[config.mk]
export PLATFORM = sky130hd
export DESIGN_NAME = mc_limited_slope_top
export DESIGN_NICKNAME = d
export VERILOG_FILES = /design/src/design/mcls_pkg.sv /design/src/design/mcls_div6.sv /design/src/design/mc_limited_slope_top.sv
export SDC_FILE = /design/constraint.sdc
export NUM_CORES = 2
export LEC_CHECK = 0
export BUFFER_PORTS_ARGS = -buffer_cell sky130_fd_sc_hd__buf_2
export CAP_MARGIN = 40
export CORE_UTILIZATION = 58
export DETAILED_ROUTE_END_ITERATION = 7
export PLACE_DENSITY = 0.84
export SYNTH_ARGS = -nofsm -noshare
export SYNTH_HDL_FRONTEND = slang
export SYNTH_SLANG_ARGS = --single-unit
[constraint.sdc]
create_clock -name aclk -period 15.55 [get_ports aclk]
set_input_delay 3.11 -clock aclk [delete_from_list [all_inputs] [get_ports aclk]]
set_output_delay 3.11 -clock aclk [all_outputs]
set_load 0.01 [all_outputs]
[src/design/mcls_pkg.sv]
package mcls_pkg;

    // Default sample width, signed Q8.16
    localparam int SAMPLE_BITS_DEF = 24;

    // Configuration register indexes (byte address = 4 * index)
    localparam int CFG_ADDR_BITS = 3;
    localparam logic [0:0] REG_FOURTH_ORDER_MODE = 1'b0;

    localparam int NUM_SAMPLES = 5;

endpackage

[src/design/mcls_div6.sv]
module mcls_div6 #(
    parameter int AW = 28
) (
    input  logic              aclk,
    input  logic              en,
    input  logic [AW-1:0]     dividend,
    output logic [AW-3:0]     quotient
);
    // Reciprocal multiply: q_est is floor(a/6) or one less, fixed by a single compare.
    localparam int S  = AW + 3;
    localparam int MW = AW + 1;
    localparam int PW = AW + MW;
    localparam logic [MW-1:0] RECIP = MW'((64'd1 << S) / 64'd6);

    logic [PW-1:0] prod_reg;
    logic [AW-1:0] a_reg;
    logic [AW-3:0] q_est;
    logic [AW:0]   six_q;
    logic [AW:0]   rem;
    logic          corr;

    always_ff @(posedge aclk) begin
        if (en) begin
            prod_reg <= PW'(dividend) * PW'(RECIP);
            a_reg    <= dividend;
        end
    end

    always_comb begin
        q_est    = prod_reg[PW-1:S];
        six_q    = (AW+1)'({q_est, 2'b00}) + (AW+1)'({q_est, 1'b0});
        rem      = {1'b0, a_reg} - six_q;
        corr     = (rem >= (AW+1)'(6));
        quotient = q_est + (AW-2)'(corr);
    end

endmodule

[src/design/mc_limited_slope_top.sv]
// Monotonized-central slope limiter, plain or fourth-order re-limited.
// An accepted input passes the stage A, B, C and D registers in turn before m_tvalid rises.
// Throughput: one transaction per cycle; the four-stage pipeline advances
// whenever the output register is empty or being taken, and stalls as a whole otherwise.
// Reset (aresetn low, synchronous) clears all valid bits and fourth_order_mode.
module mc_limited_slope_top #(
    parameter int SAMPLE_BITS = mcls_pkg::SAMPLE_BITS_DEF
) (
    input  logic aclk,
    input  logic aresetn,

    // APB-style configuration port
    input  logic                              psel,
    input  logic                              penable,
    input  logic                              pwrite,
    input  logic [mcls_pkg::CFG_ADDR_BITS-1:0] paddr,
    input  logic [31:0]                       pwdata,
    output logic [31:0]                       prdata,
    output logic                              pready,

    // Input stream
    input  logic s_tvalid,
    output logic s_tready,
    // fields from bit 0 up: sample_minus_two, sample_minus_one, sample_center,
    // sample_plus_one, sample_plus_two (SAMPLE_BITS each), zero padding
    input  logic [((mcls_pkg::NUM_SAMPLES*SAMPLE_BITS+7)/8)*8-1:0] s_tdata,

    // Result stream
    output logic m_tvalid,
    input  logic m_tready,
    // fields from bit 0 up: limited_slope (SAMPLE_BITS+3, signed Q.17), zero padding
    output logic [((SAMPLE_BITS+3+7)/8)*8-1:0] m_tdata
);
    import mcls_pkg::*;

    localparam int SW     = SAMPLE_BITS;
    localparam int LW     = SW + 3;     // limit magnitude
    localparam int NW     = SW + 5;     // signed fourth-order numerator
    localparam int AW     = SW + 4;     // |N| + 3
    localparam int QW     = AW - 2;     // quotient of the divide by six
    localparam int OUT_TW = ((SW + 3 + 7) / 8) * 8;

    // ------------------------------------------------------------------
    // Helpers: limit and plain MC slope of one three-sample centre
    // ------------------------------------------------------------------
    function automatic logic [LW-1:0] lim_of(
        input logic signed [SW-1:0] sm,
        input logic signed [SW-1:0] s0,
        input logic signed [SW-1:0] sp
    );
        logic [SW:0] dl;
        logic [SW:0] dr;
        logic [SW:0] al;
        logic [SW:0] ar;
        logic [SW:0] mn;
        logic        opp;
        dl  = {s0[SW-1], s0} - {sm[SW-1], sm};
        dr  = {sp[SW-1], sp} - {s0[SW-1], s0};
        al  = dl[SW] ? (~dl + 1'b1) : dl;
        ar  = dr[SW] ? (~dr + 1'b1) : dr;
        mn  = (al < ar) ? al : ar;
        // one-sided differences of strictly opposite sign clamp to zero
        opp = (dl[SW] && !dr[SW] && (dr != '0)) || (dr[SW] && !dl[SW] && (dl != '0));
        return opp ? '0 : {mn, 2'b00};
    endfunction

    function automatic logic signed [SW+1:0] mc_of(
        input logic signed [SW-1:0] sm,
        input logic signed [SW-1:0] s0,
        input logic signed [SW-1:0] sp
    );
        logic [SW:0]   dc;
        logic [SW:0]   adc;
        logic [LW-1:0] lim;
        logic [SW:0]   mag;
        dc  = {sp[SW-1], sp} - {sm[SW-1], sm};
        adc = dc[SW] ? (~dc + 1'b1) : dc;
        lim = lim_of(sm, s0, sp);
        mag = (lim < LW'(adc)) ? lim[SW:0] : adc;
        return dc[SW] ? -$signed({1'b0, mag}) : $signed({1'b0, mag});
    endfunction

    // ------------------------------------------------------------------
    // Configuration register
    // ------------------------------------------------------------------
    logic mode_reg;
    logic cfg_sel;

    assign pready  = 1'b1;
    assign cfg_sel = (paddr[CFG_ADDR_BITS-1] == REG_FOURTH_ORDER_MODE);
    assign prdata  = cfg_sel ? {31'd0, mode_reg} : 32'd0;

    always_ff @(posedge aclk) begin
        if (!aresetn) begin
            mode_reg <= 1'b0;
        end else if (psel && penable && pwrite && pready && cfg_sel) begin
            mode_reg <= pwdata[0];
        end
    end

    // ------------------------------------------------------------------
    // Pipeline control: every stage advances together
    // ------------------------------------------------------------------
    logic adv;
    logic va_reg, vb_reg, vc_reg, m_tvalid_reg;

    assign adv      = !m_tvalid_reg || m_tready;
    assign s_tready = adv;
    assign m_tvalid = m_tvalid_reg;

    always_ff @(posedge aclk) begin
        if (!aresetn) begin
            va_reg       <= 1'b0;
            vb_reg       <= 1'b0;
            vc_reg       <= 1'b0;
            m_tvalid_reg <= 1'b0;
        end else if (adv) begin
            va_reg       <= s_tvalid;
            vb_reg       <= va_reg;
            vc_reg       <= vb_reg;
            m_tvalid_reg <= vc_reg;
        end
    end

    // ------------------------------------------------------------------
    // Stage A: input register
    // ------------------------------------------------------------------
    logic signed [SW-1:0] m2_reg, m1_reg, c_reg, p1_reg, p2_reg;

    always_ff @(posedge aclk) begin
        if (adv) begin
            m2_reg <= s_tdata[0*SW +: SW];
            m1_reg <= s_tdata[1*SW +: SW];
            c_reg  <= s_tdata[2*SW +: SW];
            p1_reg <= s_tdata[3*SW +: SW];
            p2_reg <= s_tdata[4*SW +: SW];
        end
    end

    // ------------------------------------------------------------------
    // Stage B: differences, limit and fourth-order numerator
    // ------------------------------------------------------------------
    logic [SW:0]             dc_a;
    logic [SW:0]             adc_a;
    logic [LW-1:0]           lim_a;
    logic signed [SW+1:0]    dfm_a, dfp_a;
    logic signed [NW-1:0]    n_a;
    logic [NW-1:0]           an_a;
    logic [AW-1:0]           num_a;

    always_comb begin
        dc_a  = {p1_reg[SW-1], p1_reg} - {m1_reg[SW-1], m1_reg};
        adc_a = dc_a[SW] ? (~dc_a + 1'b1) : dc_a;
        lim_a = lim_of(m1_reg, c_reg, p1_reg);
        dfm_a = mc_of(m2_reg, m1_reg, c_reg);
        dfp_a = mc_of(c_reg, p1_reg, p2_reg);
        // N = 8*dcen - dfm - dfp, exact
        n_a   = (NW'($signed(dc_a)) <<< 3) - NW'(dfm_a) - NW'(dfp_a);
        an_a  = n_a[NW-1] ? (~n_a + 1'b1) : n_a;
        // add 3 so the floor divide by six rounds to nearest
        num_a = an_a[AW-1:0] + AW'(3);
    end

    logic          sgn_b_reg, mode_b_reg;
    logic [SW:0]   adc_b_reg;
    logic [LW-1:0] lim_b_reg;
    logic [AW-1:0] num_b_reg;

    always_ff @(posedge aclk) begin
        if (adv) begin
            sgn_b_reg  <= dc_a[SW];
            mode_b_reg <= mode_reg;
            adc_b_reg  <= adc_a;
            lim_b_reg  <= lim_a;
            num_b_reg  <= num_a;
        end
    end

    // ------------------------------------------------------------------
    // Stage C: divide by six (product register inside the divider)
    // ------------------------------------------------------------------
    logic [QW-1:0] quot_c;

    mcls_div6 #(
        .AW (AW)
    ) u_div6 (
        .aclk     (aclk),
        .en       (adv),
        .dividend (num_b_reg),
        .quotient (quot_c)
    );

    logic          sgn_c_reg, mode_c_reg;
    logic [SW:0]   adc_c_reg;
    logic [LW-1:0] lim_c_reg;

    always_ff @(posedge aclk) begin
        if (adv) begin
            sgn_c_reg  <= sgn_b_reg;
            mode_c_reg <= mode_b_reg;
            adc_c_reg  <= adc_b_reg;
            lim_c_reg  <= lim_b_reg;
        end
    end

    // ------------------------------------------------------------------
    // Stage D: pick estimate, clamp to limit, apply sign of dcen
    // ------------------------------------------------------------------
    logic [LW-1:0]        est_d;
    logic [LW-1:0]        mag_d;
    logic signed [LW-1:0] res_d;
    logic signed [LW-1:0] res_reg;

    always_comb begin
        est_d = mode_c_reg ? LW'(quot_c) : LW'(adc_c_reg);
        mag_d = (lim_c_reg < est_d) ? lim_c_reg : est_d;
        // zero centre difference counts as positive
        res_d = sgn_c_reg ? -$signed(mag_d) : $signed(mag_d);
    end

    always_ff @(posedge aclk) begin
        if (adv) begin
            res_reg <= res_d;
        end
    end

    assign m_tdata = OUT_TW'(res_reg[LW-1:0]);

endmodule

* After elaboration in Yosys (flattened, before gate mapping)
Index checks and enable logic that the tools add are counted.
** Cells by class
- Add/sub/neg operators :: 24
- Multipliers :: 1
- $lt $le $gt $ge :: 7
- Muxes and demuxes :: 21
- Bitwise operators :: 9
- Reductions and logical operators :: 28
** Operator list (number)
- 2-to-1 mux 25 bit :: 11
- adder 25 x 1 -> 25 bit (second input constant) :: 7
- NOT 25 bit :: 7
- subtractor 24 x 24 -> 25 bit :: 7
- 2-to-1 mux 27 bit :: 4
- nonzero test 25 bit :: 4
- 2-to-1 mux 26 bit :: 3
- < comparator 25 bit :: 3
- multiplier 28 x 29 -> 57 bit (second input constant) :: 1
- < comparator 27 x 25 -> 1 bit :: 2
- negator 25 -> 26 bit :: 2
- adder 28 x 27 -> 29 bit :: 1
- >= comparator 29 x 3 -> 1 bit (second input constant) :: 1
- subtractor 28 x 26 -> 29 bit :: 1
- subtractor 28 x 29 -> 29 bit :: 1
- subtractor 29 x 26 -> 29 bit :: 1
- adder 28 x 1 -> 28 bit (second input constant) :: 1
- adder 28 x 2 -> 28 bit (second input constant) :: 1
- 2-to-1 mux 28 bit :: 1
- NOT 28 bit :: 1
- < comparator 27 x 26 -> 1 bit :: 1
- negator 27 bit :: 1
- adder 26 x 1 -> 26 bit :: 1
- 2-to-1 mux 24 bit :: 1
- 5 further kinds :: 26
** Word-level totals
- Register bits :: 373
- Input port bits :: 162

* Logic depth before layout (Yosys ltp)
- Word-level depth :: 17
- Gate-level depth with buffers :: 71
- Gate-level depth less buffers :: 64

* By module
From an unflattened synthesis, not the netlist that was laid out.
** Second synthesis, totals
- Cells, all modules :: 5220
- Area, all modules :: 46129.2 um^2
** By module, submodules not included
- mc_limited_slope_top :: times used 1, cells an instance 3989, area an instance 33587.2 um^2
- mcls_div6 :: times used 1, cells an instance 1231, area an instance 12542.0 um^2

* Worst setup path before layout
OpenSTA, ideal clock, no wires.
- Path kind :: input -> output
- From :: input port m_tready
- To :: output port s_tready
- Arrival time :: 12.425 ns
- Path slack :: 0.015 ns
- Stages :: 2
- Path buffers :: 1
- Path through :: nand2b_1 -> clkbuf_1
** On the way
- Cells in the longest elaborated chain, start to end :: 1
** Ends and longest elaborated chain
- start, declared :: line mc_limited_slope_top.sv:30 : input logic m_tready,
- logical OR 1 bit :: line mc_limited_slope_top.sv:107 : assign adv = !m_tvalid_reg || m_tready;
- end, declared :: line mc_limited_slope_top.sv:23 : output logic s_tready,
No other way between the ends.

* Final worst setup path
- From :: register c_reg[0]
- To :: register num_b_reg[26] (data pin)
** On the way
- Cells in the longest elaborated chain, start to end :: 17
** Ends and longest elaborated chain
- start, declared :: line mc_limited_slope_top.sv:128 : logic signed [SW-1:0] m2_reg, m1_reg, c_reg, p1_reg, p2_reg;
- start signal, assigned :: line mc_limited_slope_top.sv:134 : c_reg <= s_tdata[2*SW +: SW];
- subtractor 24 x 24 -> 25 bit :: line mc_limited_slope_top.sv:58 : dr = {sp[SW-1], sp} - {s0[SW-1], s0};
- NOT 25 bit :: line mc_limited_slope_top.sv:60 : ar = dr[SW] ? (~dr + 1'b1) : dr;
- adder 25 x 1 -> 25 bit :: line mc_limited_slope_top.sv:60
- 2-to-1 mux 25 bit :: line mc_limited_slope_top.sv:60
- < comparator 25 bit :: line mc_limited_slope_top.sv:61 : mn = (al < ar) ? al : ar;
- 2-to-1 mux 25 bit :: line mc_limited_slope_top.sv:61
- 2-to-1 mux 27 bit :: line mc_limited_slope_top.sv:64 : return opp ? '0 : {mn, 2'b00};
- < comparator 27 x 25 -> 1 bit :: line mc_limited_slope_top.sv:79 : mag = (lim < LW'(adc)) ? lim[SW:0] : adc;
- (+2 left out)
- 2-to-1 mux 26 bit :: line mc_limited_slope_top.sv:80 : return dc[SW] ? -$signed({1'b0, mag}) : $signed({1'b0, mag});
- subtractor 28 x 26 -> 29 bit :: line mc_limited_slope_top.sv:158 : n_a = (NW'($signed(dc_a)) <<< 3) - NW'(dfm_a) - NW'(dfp_a);
- subtractor 29 x 26 -> 29 bit * :: line mc_limited_slope_top.sv:158
- NOT 28 bit :: line mc_limited_slope_top.sv:159 : an_a = n_a[NW-1] ? (~n_a + 1'b1) : n_a;
- adder 28 x 1 -> 28 bit :: line mc_limited_slope_top.sv:159
- 2-to-1 mux 28 bit * :: line mc_limited_slope_top.sv:159
- adder 28 x 2 -> 28 bit * :: line mc_limited_slope_top.sv:161 : num_a = an_a[AW-1:0] + AW'(3);
- named net num_a[26] :: line mc_limited_slope_top.sv:149 : logic [AW-1:0] num_a;
- end signal, assigned :: line mc_limited_slope_top.sv:175 : num_b_reg <= num_a;
- end, declared :: line mc_limited_slope_top.sv:167 : logic [AW-1:0] num_b_reg;
The timed path passes the listed nets; every way through them passes the cells marked *.
A chain may end at the register's enable or synchronous reset.

==> key figures <==
Clock network
  • CTS tree: yes
  • Root Driver: clkbuf_16
  • Clock Tree Buf Depth: 3
  • Clock buffer count from CTS: 39
  • Clock sink count: 338
  • H-tree levels: 2
  • Skew-Pair Late Insertion Delay: approximately 0.62 ns
  • Clk slew on worst S/H paths: 0.06 ns

Yosys
  • Synthesized cell area: roughly 46000 um2
  • Share of Yosys cell area claimed by the top area cell type: 0.219
  • Synth cell count leaders: inv_1 (629), ha_1 (591), nor2_1 (391)
  • Unique masters post-synth: roughly 110
  • Syn_area_per_cell: just under 9 um2
  • Cells after Synth: approximately 5200
  • Area contributors post-synth: edfxtp_1 (22%), ha_1 (16%), fa_1 (10%)
  • Register area share after synthesis: 0.221
  • Dominant cell type by area after synthesis: edfxtp_1
  • Synth warn: 0
  • Post-synth EDFFs: 333
  • Count leader, synth: inv_1
  • FFs w/ async S/R, synth: 0
  • #FFs+latches synth: between 300 and 400
  • Synth Flop Type: edfxtp_1

Die
  • Die ar.: between 70000 and 80000 um2
  • Core footprint: approximately 78000 um2
  • IO Count: ~230
  • Die width: approximately 280 um
  • Placement Rows: 102
  • Die Span Y: 283 um
  • Starting density of the core: 0.587

Route
  • 1st-pass router iterations: 8
  • Routed wire length: approximately 150000 um
  • Vias per cell: a little over 6
  • Final antenna-violating net count: 0
  • DR WL/cell: between 20 and 25 um
  • Initial DRC count: 4357
  • DRC Markers: 0
  • Vias: about 42000

Flow run
  • Max-cap violations: 0

Timing
  • Hold WS: between 0.3 and 0.4 ns
  • Fin crit share: 0.975
  • Clock Skews: 0.0524 ns
  • Final Hold Viols: 0
  • Slew HR: 0.296
  • Slew @ Worst Pin: around 1.0 ns
  • Fmax: approximately 66 MHz
  • Fin. max-slew vios: 0
  • Setup TNS: 0 ns
  • Min Clock Period, post-route: between 15 and 20 ns
  • # setup viols final: 0

Setup path
  • Crit path required time: approximately 16 ns
  • Arr. time, crit path: 15.51 ns
  • Slowest stage delay, CP: 0.57 ns
  • Startpoint Class: flip-flop
  • Crit-path slowest cell: or4_4
  • CP delay by family, top: compound AO/OA/AOI/OAI gates
  • Critical path fanouts, max: 8
  • WP buf/inv: 11
  • Top cell by count, worst path: buf_4
  • Kind of end point of the critical path: flip-flop
  • Setup Crit Path Kind: flip-flop to flip-flop

Cells and area
  • Share of cells above drive strength 1: 0.137
  • Synthesis-to-finish area growth: 13.2%
  • Layout Cells excl Fill: between 6000 and 7000
  • Final net count: roughly 6600
  • Fin area: just over 50000 um2
  • Filler cells: 6086

Status
  • Status: finished, final reports clean

Global route
  • Vias in the first global route: 39200
  • Largest net degree at the start of global routing: 75
  • Initial antenna violation count: 4
  • Grt ovf: 0
  • Global-route wire length before repair: roughly 220000 um
  • GRT Total Usage: 0.359

Worst hold path
  • Hold WC Path Type: flip-flop to flip-flop

Placement
  • Buffers on Ports: roughly 160
  • Post-DP HPWL: roughly 120000 um
  • Placed Cells: 6618
  • Placer Congestion: 1.07
  • Placed instance area: 50000 um2
## timing repair
action                                  CTS  global route
hold buffers                              0             0
resized for setup                         0            64
endpoints found under the setup margin    0            22
setup buffers                             0            12
## metrics by stage
| step | setup WS (ns) | util |
|---|---|---|
| after floorplan | 0.0151 | - |
| after CTS | 0.00482 | 0.659 |
| after global routing | -0.145 | 0.665 |
| after detailed placement | 0.0728 | 0.643 |
| final | 0.383 | 0.665 |
| after global placement | 0.304 | 0.642 |
## final timing paths
kind / end / slack, ns / cells past startpoint / startpoint
worst max-delay path: num_b_reg[26] / 0.38 / 64 / c_reg[0]
worst min-delay path: adc_c_reg[15] / 0.39 / 0 / adc_b_reg[15]
worst max register to register: num_b_reg[26] / 0.38 / 64 / c_reg[0]
worst min register to register: adc_c_reg[15] / 0.39 / 0 / adc_b_reg[15]
## layer usage
metal | part of all wire | GRT usage
met5 | 0 | 0
met2 | 0.45 | 0.584
met1 | 0.39 | 0.451
met4 | 0.068 | 0.208
met3 | 0.092 | 0.0578
## final cells by class
class                      count  area, um2  area share
timing repair buffer         551       3820      0.0739
inverter                     630       2360      0.0458
clock buffer                  41        983      0.0190
antenna                        2       5.00   0.0000968
clock inverter                28        259     0.00501
multi-input combinational   4075      32800       0.636
sequential                   338      10100       0.195
tap                         1040       1300      0.0252
## worst reg2reg max path: cells and delay by family, from the launching register on
kind | cells | cell delay, ns
xor gates and xnor gates | 3 | 0.69
DFF | 1 | 0.54
muxes | 1 | 0.23
AOI/OAI and AO/OA | 28 | 6.22
buffers and inverters | 11 | 1.38
adders and majority gates | 7 | 2.36
and+or+nand+nor | 14 | 3.52
## logic make-up after synthesis
group / count (synthesis) / synth area share
other: 2 / 0.000164
AOI/OAI and AO/OA: 1271 / 0.184
xor gates and xnor gates: 454 / 0.0871
muxes: 93 / 0.0213
buffers and inverters: 795 / 0.0696
adders and majority gates: 819 / 0.262
and+or+nand+nor: 1401 / 0.155
DFF: 338 / 0.221
## layout by cell type (no fill, tap or decap), types with 64 or more instances in the layout
cell	count
a211oi_1	75
a31oi_1	76
nand2_1	286
edfxtp_1	333
nor2_1	389
a21o_1	105
nand3_1	109
nor2b_1	64
buf_2	160
a21oi_1	313
buf_4	384
xor2_1	168
fa_1	227
ha_1	591
inv_1	627
nor3_1	112
xnor2_1	279
nand2b_1	66
o21ai_0	251
Power is left out: the tool's default activity adds up to more than one toggle a clock period on the data nets, which glitch-free logic cannot reach.
